==> src/srss_pkg.sv <==
// Package for the sorted record substring search block.
// Holds field widths, command codes and the controller/datapath interface types.
// No dependencies.
package srss_pkg;

  localparam int MAX_RECORDS_DEF = 64;
  localparam int NAME_LEN_DEF    = 30;
  localparam int PHONE_LEN_DEF   = 20;
  localparam int MEMO_LEN_DEF    = 40;

  localparam int CMD_W  = 2;
  localparam int SLOT_W = 6;
  localparam int FSEL_W = 2;
  localparam int POS_W  = 6;
  localparam int CHAR_W = 8;
  localparam int RANK_W = 7;

  typedef enum logic [CMD_W-1:0] {
    CMD_WR_REC = 2'd0,
    CMD_WR_PAT = 2'd1,
    CMD_SEARCH = 2'd2,
    CMD_CLEAR  = 2'd3
  } cmd_t;

  localparam logic [FSEL_W-1:0] FSEL_NAME  = 2'd0;
  localparam logic [FSEL_W-1:0] FSEL_PHONE = 2'd1;
  localparam logic [FSEL_W-1:0] FSEL_MEMO  = 2'd2;

  typedef enum logic [1:0] {
    RD_COUNT,
    RD_PLEN,
    RD_CMP,
    RD_MATCH
  } rd_mode_t;

  typedef struct packed {
    logic     wr;
    logic     clr_step;
    logic     srch_init;
    logic     cnt_inc;
    logic     plen_inc;
    logic     round_init;
    logic     cand_inc;
    logic     best_take;
    logic     ci_clr;
    logic     ci_inc;
    logic     pick;
    logic     fld_next;
    logic     k_inc;
    logic     s0_next;
    logic     hit;
    logic     round_inc;
    logic     push_final;
    rd_mode_t rd_mode;
  } ctl_cmd_t;

  typedef struct packed {
    logic clr_last;
    logic cnt_full;
    logic cnt_zero;
    logic name_zero;
    logic plen_full;
    logic plen_zero;
    logic pat_zero;
    logic cand_end;
    logic cand_done;
    logic best_ok;
    logic cmp_ne;
    logic cmp_lt;
    logic cmp_end;
    logic pos_out;
    logic mf_eq;
    logic mf_zero;
    logic k_last;
    logic fld_last;
    logic hits_zero;
    logic last_round;
    logic out_free;
  } ctl_sts_t;

endpackage

==> src/srss_ctrl.sv <==
// Controller for the sorted record substring search block: clear sweep, record count,
// selection of records in name order and pattern match walk. Uses srss_pkg.
module srss_ctrl import srss_pkg::*; (
  input  logic             clk,
  input  logic             rst,
  input  logic             req_valid,
  input  logic [CMD_W-1:0] cmd,
  output logic             req_ready,
  input  ctl_sts_t         sts,
  output ctl_cmd_t         ctl
);

  typedef enum logic [3:0] {
    S_IDLE, S_CLEAR, S_COUNT_RD, S_COUNT_CHK, S_PLEN_RD, S_PLEN_CHK, S_ROUND,
    S_SCAN, S_CMP_RD, S_CMP_CHK, S_PICK, S_MATCH_RD, S_MATCH_CHK, S_HIT,
    S_ROUND_NEXT, S_FINAL
  } state_t;

  state_t state, state_next;

  assign req_ready = state == S_IDLE;

  always_comb begin
    ctl        = '0;
    ctl.rd_mode = RD_MATCH;
    state_next = state;
    case (state)
      S_IDLE: begin
        if (req_valid) begin
          case (cmd_t'(cmd))
            CMD_SEARCH: begin
              ctl.srch_init = 1'b1;
              state_next = S_COUNT_RD;
            end
            CMD_CLEAR: state_next = S_CLEAR;
            default:   ctl.wr = 1'b1;
          endcase
        end
      end
      S_CLEAR: begin
        ctl.clr_step = 1'b1;
        if (sts.clr_last) state_next = S_IDLE;
      end
      S_COUNT_RD: begin
        ctl.rd_mode = RD_COUNT;
        state_next = sts.cnt_full ? S_PLEN_RD : S_COUNT_CHK;
      end
      S_COUNT_CHK: begin
        if (sts.name_zero) begin
          state_next = S_PLEN_RD;
        end else begin
          ctl.cnt_inc = 1'b1;
          state_next = S_COUNT_RD;
        end
      end
      S_PLEN_RD: begin
        ctl.rd_mode = RD_PLEN;
        state_next = sts.plen_full ? S_ROUND : S_PLEN_CHK;
      end
      S_PLEN_CHK: begin
        if (sts.pat_zero) begin
          state_next = S_ROUND;
        end else begin
          ctl.plen_inc = 1'b1;
          state_next = S_PLEN_RD;
        end
      end
      S_ROUND: begin
        if (sts.plen_zero || sts.cnt_zero) begin
          state_next = S_FINAL;
        end else begin
          ctl.round_init = 1'b1;
          state_next = S_SCAN;
        end
      end
      S_SCAN: begin
        if (sts.cand_end) begin
          state_next = S_PICK;
        end else if (sts.cand_done) begin
          ctl.cand_inc = 1'b1;
        end else if (!sts.best_ok) begin
          ctl.best_take = 1'b1;
          ctl.cand_inc = 1'b1;
        end else begin
          ctl.ci_clr = 1'b1;
          state_next = S_CMP_RD;
        end
      end
      S_CMP_RD: begin
        ctl.rd_mode = RD_CMP;
        state_next = S_CMP_CHK;
      end
      S_CMP_CHK: begin
        if (sts.cmp_ne) begin
          ctl.best_take = sts.cmp_lt;
          ctl.cand_inc = 1'b1;
          state_next = S_SCAN;
        end else if (sts.cmp_end) begin
          ctl.cand_inc = 1'b1;
          state_next = S_SCAN;
        end else begin
          ctl.ci_inc = 1'b1;
          state_next = S_CMP_RD;
        end
      end
      S_PICK: begin
        ctl.pick = 1'b1;
        state_next = S_MATCH_RD;
      end
      S_MATCH_RD: begin
        if (sts.pos_out) begin
          if (sts.fld_last) state_next = S_ROUND_NEXT;
          else ctl.fld_next = 1'b1;
        end else begin
          state_next = S_MATCH_CHK;
        end
      end
      S_MATCH_CHK: begin
        state_next = S_MATCH_RD;
        if (sts.mf_eq) begin
          if (sts.k_last) state_next = S_HIT;
          else ctl.k_inc = 1'b1;
        end else if (sts.mf_zero) begin
          if (sts.fld_last) state_next = S_ROUND_NEXT;
          else ctl.fld_next = 1'b1;
        end else begin
          ctl.s0_next = 1'b1;
        end
      end
      S_HIT: begin
        if (sts.hits_zero || sts.out_free) begin
          ctl.hit = 1'b1;
          state_next = S_ROUND_NEXT;
        end
      end
      S_ROUND_NEXT: begin
        ctl.round_inc = 1'b1;
        state_next = sts.last_round ? S_FINAL : S_ROUND;
      end
      S_FINAL: begin
        if (sts.out_free) begin
          ctl.push_final = 1'b1;
          state_next = S_IDLE;
        end
      end
      default: state_next = S_IDLE;
    endcase
  end

  always_ff @(posedge clk) begin
    if (rst) begin
      state <= S_CLEAR;
    end else begin
      state <= state_next;
    end
  end

endmodule

==> config.mk <==
export PLATFORM = sky130hd
export DESIGN_NAME = srss_ctrl
export DESIGN_NICKNAME = d
export VERILOG_FILES = /design/src/srss_pkg.sv /design/src/srss_ctrl.sv
export SDC_FILE = /design/constraint.sdc
export NUM_CORES = 1
export LEC_CHECK = 0
export CORE_MARGIN = 5
export CORE_UTILIZATION = 26
export CTS_CLUSTER_SIZE = 25
export DETAILED_ROUTE_END_ITERATION = 8
export DONT_BUFFER_PORTS = 1
export PLACE_DENSITY_LB_ADDON = 0.05
export SYNTH_ARGS = -nofsm -noshare
export SYNTH_HDL_FRONTEND = slang
export SYNTH_SLANG_ARGS = --single-unit
export TNS_END_PERCENT = 1
==> constraint.sdc <==
create_clock -name clk -period 3.6 [get_ports clk]
set_clock_uncertainty 0.15 [all_clocks]
set_input_delay 0.36 -clock clk [delete_from_list [all_inputs] [get_ports clk]]
set_output_delay 0.36 -clock clk [all_outputs]
set_load 0.01 [all_outputs]
Yosys cells after proc, flatten, opt, wreduce, memory -nomap -nowiden
Index checks and enable logic that the tools add are counted.
{"block": "word_totals", "reg_bits": 4, "in_bits": 26, "output_inout_bits": 20, "elab_cells": 97}
{"block": "classes", "n_eq_ne": 25, "n_mux": 66, "reduce_logical": 5}
{"operator": "4-bit case mux with 16 select lines", "n": 1}
{"operator": "4-bit 2-to-1 mux", "n": 15}
{"operator": "1-bit 2-to-1 mux", "n": 36}
{"operator": "4-bit equality test (second input constant)", "n": 8}
{"operator": "4-bit by 3-bit equality test with 1-bit output (second input constant)", "n": 4}
{"operator": "3-bit 2-to-1 mux", "n": 5}
{"operator": "2-bit 2-to-1 mux", "n": 5}
{"operator": "3-bit inequality test (second input constant)", "n": 3}
{"operator": "4-bit by 2-bit equality test with 1-bit output (second input constant)", "n": 2}
{"operator": "2-bit inequality test (second input constant)", "n": 4}
{"operator": "4-bit case mux with 2 select lines", "n": 1}
{"operator": "8-bit AND reduction", "n": 1}
{"operator": "2-bit case mux with 3 select lines", "n": 1}
{"operator": "2-bit equality test (second input constant)", "n": 2}
{"operator": "4-bit by 1-bit equality test with 1-bit output (second input constant)", "n": 1}
{"operator": "4-bit zero test", "n": 1}
{"operator": "2-bit case mux with 2 select lines", "n": 1}
{"operator": "3-bit by 1-bit inequality test with 1-bit output (second input constant)", "n": 1}
{"operator": "1-bit logical OR", "n": 2}
{"operator": "1-bit case mux with 2 select lines", "n": 1}
{"operator": "2-bit OR reduction", "n": 1}

Longest topological paths before layout
{"block": "depth", "depth_word": 5, "mapped_depth": 8, "ltp_nobuf": 7}

Worst setup path after synthesis
OpenSTA, ideal clock, no wires.
{"block": "synth_timing", "kind": "register to output", "start": "reg state[2]", "end": "out ctl[7] (netlist bit)", "t_arrival_ns": 1.351, "required_time_ns": 3.090, "path_slack_ns": 1.739, "stages_incl_launch_ff": 7, "path_buffers": 2, "cell_sequence": "dfxtp_1 buf_6 buf_2 nand2b_1 nor4b_1 a41oi_1 nor3_1"}
{"element": "from (decl)", "line_no": "srss_ctrl.sv:19", "text": "state_t state, state_next;"}
{"element": "from (signal assigned)", "line_no": "srss_ctrl.sv:154", "text": "state <= state_next;"}
{"element": "to (decl)", "line_no": "srss_ctrl.sv:10", "text": "output ctl_cmd_t ctl"}

==> impl_metrics.json <==
{
  "status": "complete, no violations",
  "r2r_cells": 7,
  "antenna_found_initial": 0,
  "yosysSeqAreaShare_pct": 10.2,
  "hold_viol": 0,
  "peakVddDrop_uv": 135,
  "synth_nets": 138,
  "drtIter0Drc": 23,
  "wire_per_inst_um": 19.0,
  "synthCells": 112,
  "min_path_type": "input pin to register",
  "cts_tree": "done",
  "avgSynthCellArea_um2": 7.04,
  "cts.sinks": 4,
  "worstMarginPinSlew_ns": 0.855,
  "grt_max_degree": 24,
  "initial_utilization_pct": 26.5,
  "clk_pin_slew_ns": 0.04,
  "yosysTopAreaCell": "dfxtp_1",
  "vias": 845,
  "r2r-end": "state[1]",
  "ant_nets": 0,
  "core_um2": 2980,
  "r2r_start": "state[0]",
  "ys_types": 50,
  "period_minus_slack_ns": 2.60,
  "cp.arrival_ns": 2.09,
  "post_cts_buffers": 0,
  "drive_gt1_share_pct": 11.2,
  "max_freq_mhz": 385,
  "grt_overflow": 0,
  "start_kind": "register",
  "grt_usage_pct": 12.3,
  "layout.nets": 135,
  "ys_ff_latch": 4,
  "hpwl_um": 2020,
  "yosysWarningCount": 0,
  "grt_pass1_wl_um": 4150,
  "fillCellCount": 342,
  "port_buffers": 0,
  "clockBufferDepth": 2,
  "criticalPathCategory": "register to output port",
  "drc_errors": 0,
  "drt-total-wl_um": 2660,
  "largest_reg_flops": 4,
  "rsz0062_at_grt": "no",
  "cts-root-buf": "clkbuf_4",
  "ios": 46,
  "gp_congestion": 0.820,
  "htree_levels": 1,
  "viasPerCell": 6.04,
  "top_register": "state",
  "cp_max_fo": 23,
  "dpl.cell_count": 137,
  "die_h_um": 65.1,
  "ys_top_cells_by_area": "dfxtp_1 10%, nor2_1 6.2%, nor3_1 5.1%",
  "reg.largest.list": "state (4)",
  "setup_viol": 0,
  "final_cells": 140,
  "postCtsHoldBufs": 0,
  "drv_slew": 0,
  "drv_cap": 0,
  "leakagePower_nw": 0.239,
  "cts_resized": 0,
  "clkLatencyLatePin_ns": 0.23,
  "drt_first_pass_iters": 4,
  "diodes": 0,
  "grt_pass1_vias": 820,
  "fin_crit_sh_pct": 72.1,
  "r2r_slack_ns": 1.30,
  "hold_path_depth": 1,
  "dieWidth_um": 65.1,
  "num_rows": 20,
  "fin_tns_setup_ns": 0,
  "powerDensity_nw_per_um2": 580,
  "yosysTopAreaCellShare_pct": 10.2,
  "area_growth_pct": 0.794,
  "hp-start": "rst",
  "worstHoldEndpoint": "state[3]",
  "worstPathRequired_ns": 3.09,
  "die-area_um2": 4230,
  "slew_headroom_pct": 43.0,
  "cts_inserted_buffers": 3,
  "syn-cell-area_um2": 788,
  "whs_ns": 0.0422,
  "end_kind": "output port"
}
## power by group
| part | switching [W] | internal [W] | leakage (nW) |
|---|---|---|---|
| logic | 0.000147 | 0.000113 | 0.192 |
| registers | 0.0000883 | 0.0000585 | 0.0327 |
| clock network | 0.0000175 | 0.0000372 | 0.0138 |
## worst max-delay path by stage
| stage | end | cells past startpoint | startpoint |
|---|---|---|---|
| 6_report | ctl[11] | 3 | state[0] |
| 5_1_grt | ctl[7] | 4 | state[2] |
| 4_1_cts | ctl[11] | 3 | state[0] |
| 3_5_place_dp | ctl[11] | 3 | state[0] |
| 3_3_place_gp | ctl[11] | 3 | state[0] |
| 2_1_floorplan | ctl[7] | 6 | state[2] |
## synthesized netlist by cell type (all sizes together)
library cell and n:
a32oi 1, mux2i 1, o2111ai 1, a31oi 1, o22ai 1, nand4bb 1, o31ai 2, nor2 14
a21boi 1, a211o 2, nand2 9, xnor2 1, nor4 5, a32o 1, a2bb2oi 1, and3b 1
buf 8, nand3b 1, or4 2, a211oi 1, nor4bb 1, a21oi 5, nor4b 1, o21ai 6
o21bai 1, nand2b 5, nor3b 2, a41oi 1, nor2b 5, o211ai 2, inv 6, nand3 3
o31a 1, nor3 8, a2111oi 1, dfxtp 4, o32a 1, o311a 1, or3 3
## layout make-up
cell class | count | area [um2] | area share, %
multi-input cells | 94 | 628 | 79.1
flip-flops and latches | 4 | 80.1 | 10.1
well taps | 33 | 41.3 | 5.20
clock buffers | 3 | 22.5 | 2.83
inverters | 6 | 22.5 | 2.83
## cell families (layout without fill, tap and decap cells)
family	Yosys count	after routing	share of synthesized area, %
and+or+nand+nor	61	61	46.5
AOI/OAI and AO/OA	31	31	30.8
buffers and inverters	14	9	10.2
DFF	4	4	10.2
xor gates and xnor gates	1	1	1.11
muxes	1	1	1.27
## metal layers
layer	GRT usage, %	part of all wire, %	up-vias	wire, um
li1	-	-	413	-
met2	19.3	43	38	1150
met4	2.33	0	0	0
met5	0	0	-	0
met3	4.68	9.6	0	255
met1	16.2	47	394	1250
## placed cells by master, fill, tap and decap left out, types with 2 or more instances in the layout
| master | Yosys | routed |
|---|---|---|
| nor2b_1 | 4 | 4 |
| a211o_1 | 2 | 2 |
| o21ai_0 | 4 | 4 |
| nor4_1 | 5 | 5 |
| nand2b_1 | 4 | 4 |
| nor2_1 | 13 | 13 |
| or3_1 | 3 | 3 |
| a21oi_1 | 5 | 5 |
| clkbuf_4 | 0 | 3 |
| o31ai_1 | 2 | 2 |
| nor3_1 | 8 | 8 |
| o21ai_1 | 2 | 2 |
| dfxtp_1 | 4 | 4 |
| nand3_1 | 2 | 2 |
| nand2_1 | 8 | 8 |
| nor3b_1 | 2 | 2 |
| inv_1 | 5 | 5 |
## through the flow
stage	instance area [um2]	setup slack (ns)	total power [W]	utilization [%]
finish	795	1.00	0.000461	26.7
global route	795	0.760	0.000503	26.7
CTS	795	1.00	0.000464	26.7
detailed placement	772	1.25	0.000409	25.9
global placement	772	1.27	0.000409	25.9
floorplan	788	1.74	0.000360	-
## worst max-delay path, stage by stage (launching register included)
cell     delay, ns
dfxtp_1       0.86
nand2_1       0.23
or4_1         0.47
o22ai_1       0.28
No activity file was read; power rests on OpenSTA's default activity.
